<file path="src/rtl/core/assert_macros.svh">
// Assertion macros shared by the Fibonacci fast-doubling RTL.
`ifndef ASSERT_MACROS_SVH
`define ASSERT_MACROS_SVH

// Property that must hold at every rising clock edge outside reset.
`define FIBFD_ASSERT(lbl, clk, rst, prop) \
   lbl: assert property (@(posedge clk) disable iff (rst) (prop)) \
      else $error("assertion failed");

// Condition that must never be seen at a rising clock edge outside reset.
`define FIBFD_NEVER(lbl, clk, rst, cond) \
   lbl: assert property (@(posedge clk) disable iff (rst) !(cond)) \
      else $error("forbidden condition seen");

`endif

</file>
<file path="src/rtl/core/fibfd_pkg.sv">
// Package with constants and types for the Fibonacci fast-doubling pipeline.
`default_nettype none

package fibfd_pkg;

   localparam int INDEX_BITS_DEFAULT = 32;
   localparam int INDEX_WIDTH        = 32;
   localparam int VALUE_WIDTH        = 64;
   localparam int HALF_WIDTH         = VALUE_WIDTH / 2;

   // One request as it travels between the per-bit doubling steps.
   typedef struct packed {
      logic                   valid;
      logic [INDEX_WIDTH-1:0] index;
      logic [VALUE_WIDTH-1:0] a;
      logic [VALUE_WIDTH-1:0] b;
   } item_type;

endpackage

`default_nettype wire

</file>
<file path="src/rtl/core/fibfd_skid.sv">
// Output register with a skid entry that decouples the pipeline from the response stall.
`default_nettype none

module fibfd_skid (
   input  wire logic                              clock,
   input  wire logic                              reset,
   input  wire logic                              in_valid,
   input  wire logic [fibfd_pkg::VALUE_WIDTH-1:0] in_value,
   output logic                                   advance,
   output logic                                   rsp_valid,
   input  wire logic                              rsp_stall,
   output logic [fibfd_pkg::VALUE_WIDTH-1:0]      rsp_fib_value
);

   localparam int VW = fibfd_pkg::VALUE_WIDTH;

   logic          out_valid_ff;
   logic [VW-1:0] out_value_ff;
   logic          skid_full_ff;
   logic [VW-1:0] skid_value_ff;
   logic          take;

   // The pipeline moves only while the skid entry is free, so a request leaving
   // the last stage always has somewhere to go.
   assign advance = !skid_full_ff;
   assign take    = advance && in_valid;

   always_ff @(posedge clock) begin
      if (reset) begin
         out_valid_ff <= 1'b0;
         skid_full_ff <= 1'b0;
      end else if (!out_valid_ff || !rsp_stall) begin
         if (skid_full_ff) begin
            out_valid_ff <= 1'b1;
            out_value_ff <= skid_value_ff;
            skid_full_ff <= 1'b0;
         end else begin
            out_valid_ff <= take;
            out_value_ff <= in_value;
         end
      end else if (take) begin
         skid_full_ff  <= 1'b1;
         skid_value_ff <= in_value;
      end
   end

   assign rsp_valid     = out_valid_ff;
   assign rsp_fib_value = out_value_ff;

endmodule

`default_nettype wire
</file>
<file path="config.mk">
export PLATFORM = sky130hd
export DESIGN_NAME = fibfd_skid
export DESIGN_NICKNAME = d
export VERILOG_FILES = /design/src/rtl/core/assert_macros.svh /design/src/rtl/core/fibfd_pkg.sv /design/src/rtl/core/fibfd_skid.sv
export SDC_FILE = /design/constraint.sdc
export NUM_CORES = 1
export LEC_CHECK = 0
export ABC_AREA = 1
export BUFFER_PORTS_ARGS = -buffer_cell sky130_fd_sc_hd__buf_2
export CAP_MARGIN = 10
export CORE_ASPECT_RATIO = 0.6
export CORE_MARGIN = 1.5
export CORE_UTILIZATION = 30
export CTS_CLUSTER_SIZE = 30
export DETAILED_ROUTE_END_ITERATION = 10
export PLACE_DENSITY_LB_ADDON = 0.12
export SETUP_SLACK_MARGIN = 0.4
export SYNTH_ARGS = -nofsm -noshare
export SYNTH_HDL_FRONTEND = slang
export SYNTH_SLANG_ARGS = --single-unit
</file>
<file path="constraint.sdc">
create_clock -name clock -period 10.76 [get_ports clock]
set_input_delay 1.076 -clock clock [delete_from_list [all_inputs] [get_ports clock]]
set_output_delay 1.076 -clock clock [all_outputs]
set_load 0.02 [all_outputs]
</file>
; ---- Word-level counts from Yosys, hierarchy flattened
; Index checks and enable logic that the tools add are counted.
[totals]
output_inout_bits = 66
regBits = 130
input_bits = 68
elab_cells = 16
[classes]
n_mux = 2
n_reduce_logical = 8
n_bitwise = 2
[op_table]
columns = cell, n
row1 = $mux 64, 1
row2 = $logic_not 1->1, 3
row3 = $reduce_and 3->1, 1
row4 = $not 1->1, 2
row5 = $reduce_and 2->1, 1
row6 = $reduce_or 2->1, 1
row7 = $logic_and 1x1->1, 1
row8 = $logic_or 1x1->1, 1
row9 = $mux 1, 1

; ---- Depth between registers and ports, before layout
[logic_depth]
word_depth = 4
mapped_depth = 5
ltp_nobuf = 3

; ---- Least setup slack after synthesis
; OpenSTA, ideal clock, no wires.
[synth_path]
kind = input port to flip-flop
start = in rsp_stall
end = reg out_value_ff[0] (netlist: rsp_fib_value[0]), enable pin
path_stages = 1
setup_time_ps = 508
n_path_buf = 0
arrival_time_ps = 4207
path_slack_ps = 6045
t_required_ps = 10252
cell_sequence = a21oi_1
[synth_between]
elab_chain_len = 3
[synth_rtl]
columns = element, line
row1 = "start, declared", fibfd_skid.sv:11  ; input wire logic rsp_stall,
row2 = $logic_not 1->1, fibfd_skid.sv:32  ; end else if (!out_valid_ff || !rsp_stall) begin
row3 = $logic_or 1x1->1, fibfd_skid.sv:32
row4 = $reduce_and 2->1 (no source line), --
row5 = "end signal, assigned", fibfd_skid.sv:35  ; out_value_ff <= skid_value_ff;
row6 = "end signal, assigned", fibfd_skid.sv:39  ; out_value_ff <= in_value;
row7 = "end, declared", fibfd_skid.sv:18  ; logic [VW-1:0] out_value_ff;
; No other way between the ends.
; A chain may end at the register's enable or synchronous reset.

; ---- Final worst setup path
[layout_path]
start = reg skid_full_ff
end = out advance
[layout_between]
elab_chain_len = 1
[layout_rtl]
columns = element, line
row1 = "start, declared", fibfd_skid.sv:19  ; logic skid_full_ff;
row2 = "start signal, assigned", fibfd_skid.sv:31  ; skid_full_ff <= 1'b0;
row3 = "start signal, assigned", fibfd_skid.sv:36  ; skid_full_ff <= 1'b0;
row4 = "start signal, assigned", fibfd_skid.sv:42  ; skid_full_ff <= 1'b1;
row5 = $logic_not 1->1, fibfd_skid.sv:25  ; assign advance = !skid_full_ff;
row6 = "end, declared", fibfd_skid.sv:9  ; output logic advance,
; No other way between the ends.

==> flow_metrics.env <==
export IMPL_outcome="finished, final reports clean"
export IMPL_ys_warn_count=0
export IMPL_finalSetupViolCount=0
export IMPL_place_congestion=0.685
export IMPL_grt_pass1_vias=2861
export IMPL_syn_num_nets=414
export IMPL_cts_tree="built"
export IMPL_cp_required_ps=9680
export IMPL_r2r_start="skid_full_ff"
export IMPL_route_met3_wl_um=813
export IMPL_cp_top_family="buffers and inverters"
export IMPL_fin_crit_ps=2900
export IMPL_yosysUniqueCellTypes=12
export IMPL_area_delta_synth_final_pct=30.9
export IMPL_dpl_hpwl_um=6220
export IMPL_vdd_drop_max_mv=0.107
export IMPL_power_mw=1.22
export IMPL_hold_slack_ps=506
export IMPL_rsz0062_at_grt="false"
export IMPL_startpoint="skid_full_ff"
export IMPL_io_buffers=133
export IMPL_clockBufferDepth=2
export IMPL_worstHoldStart="skid_value_ff[45]"
export IMPL_die_x_um=165
export IMPL_clkLatencyLatePin_ps=400
export IMPL_rr_worst_depth=4
export IMPL_critical_path_arrival_ps=1830
export IMPL_p_leak_nw=2.60
export IMPL_wl_um=10300
export IMPL_syn_area_um2=4730
export IMPL_cts_root_buf="clkbuf_16"
export IMPL_cts_resized_gates=0
export IMPL_drv_slew=0
export IMPL_ant_nets=0
export IMPL_antenna_found_initial=2
export IMPL_cts_buffers=17
export IMPL_end_kind="output port"
export IMPL_via_per_inst=4.10
export IMPL_clkTransAtPathRegs_ps=60
export IMPL_fin_crit_sh_pct=27.0
export IMPL_met1_length_um=5430
export IMPL_h_tree_depth=4
export IMPL_layout_cells_non_filler=706
export IMPL_ctsHoldBuffers=0
export IMPL_stdcell_area_um2=6190
export IMPL_grt_use_total_pct=13.2
export IMPL_core_um2=15400
export IMPL_grt_max_degree=67
export IMPL_firstDrtPassIters=5
export IMPL_cp_num_buf_inv=3
export IMPL_place_inst=672
export IMPL_ys_seq_area_share_pct=82.2
export IMPL_fin_nets=556
export IMPL_slew_headroom_pct=42.5
export IMPL_start_kind="register"
export IMPL_synth_seq_cells=130
export IMPL_final_cell_mix="194 x nand2_1, 133 x buf_2, 128 x edfxtp_1"
export IMPL_grt_first_pass_wirelength_um=15800
export IMPL_fin_skew_ps=10.9
export IMPL_cp_slowest_stage_delay_ps=470
export IMPL_mostFrequentLayoutCell="nand2_1"
export IMPL_die_area_um2=16500
export IMPL_io_pins=134
export IMPL_postCtsSetupRepairBufs=0
export IMPL_dr_total_vias=2894
export IMPL_cp_depth=3
export IMPL_worstPathCellList="inv_2 > buf_4 > buf_2"
export IMPL_drc=0
export IMPL_setup_ws_ps=7860
export IMPL_drive_gt1_share_pct=33.7
export IMPL_holdPathStages=2
export IMPL_fp_row_count=35
export IMPL_holdCritPathClass="register to register"
export IMPL_numClockSinks=130
export IMPL_finalHoldViolCount=0
export IMPL_wl_per_cell_um=14.5
export IMPL_power_density_nw_per_um2=198
export IMPL_num_fill_cells=1493
export IMPL_start_util_pct=30.8
export IMPL_top_layer="met4"
export IMPL_met2_length_um=3950
export IMPL_syn_area_per_cell_um2=13.7
export IMPL_worstSetupPathType="register to output port"
export IMPL_worstMarginPinSlew_ps=863
export IMPL_drtIter0Drc=176
export IMPL_fin_tns_setup_ps=0
export IMPL_placed_cell_area_um2=5620
export IMPL_maxCapViolations=0
export IMPL_critPathMaxFanout=39
export IMPL_fmax_mhz=345
export IMPL_gr_total_overflow=0
export IMPL_post_place_ws_ps=8120
export IMPL_final_util_pct=40.3
export IMPL_dieHeight_um=100
export IMPL_crit_path_top_delay_cell="buf_4"
export IMPL_syn_inst=346
final cells by class:
cell class | count | area [um2] | share of cell area [%]
inverter | 2 | 7.51 | 0.121
timing repair buffer | 137 | 696 | 11.2
sequential | 130 | 3880 | 62.8
clock inverter | 10 | 113 | 1.82
antenna | 2 | 5.00 | 0.0809
tap | 203 | 254 | 4.11
multi-input combinational | 200 | 773 | 12.5
clock buffer | 22 | 454 | 7.34
worst paths after layout:
kind,slack [ps],endpoint
hold / removal,510,rsp_fib_value[45]
setup reg to reg,8690,skid_value_ff[43]
hold reg to reg,510,rsp_fib_value[45]
setup / recovery,7860,advance
metal layers:
layer	track usage, %	vias up
met2	16.8	103
met1	20.2	1325
met5	0	-
li1	-	1458
met3	4.21	8
met4	5.41	0
state kept, by name (all words and copies together), names as in the netlist:
name,count
rsp_fib_value,64
rsp_valid,1
skid_value_ff,64
skid_full_ff,1
cells in the mapped netlist:
cell      instances  area share [%]
inv_2             1           0.079
o21ai_0           1            0.11
edfxtp_1        128              81
nand3_1           1            0.11
buf_4             5            0.79
clkbuf_1          1           0.079
a21oi_1           1            0.11
dfxtp_1           2            0.85
nand2_1         194              15
buf_2             8            0.85
inv_1             1           0.079
nor2_1            3            0.24
worst reg2reg max path, delay by kind of cell (launching register included):
kind                   cells  cell delay, ps
buffers and inverters      2            1010
and+or+nand+nor            2             320
DFF                        1             320
kinds of logic (layout without fill, tap and decap cells):
logic type	count (synthesis)	in the layout	synth area share, %
compound gates	2	2	0.212
buf+inv	16	171	1.88
flops	130	130	82.2
other cells	0	2	0
simple gates	198	198	15.7
power breakdown:
part / internal (mW) / switching, mW / leakage, nW
logic: 0.0265 / 0.0561 / 1.11
clock network: 0.346 / 0.206 / 0.274
registers: 0.583 / 0.00589 / 1.22
total: 0.955 / 0.268 / 2.60
Note: power is estimated with default switching activity, not from simulation.
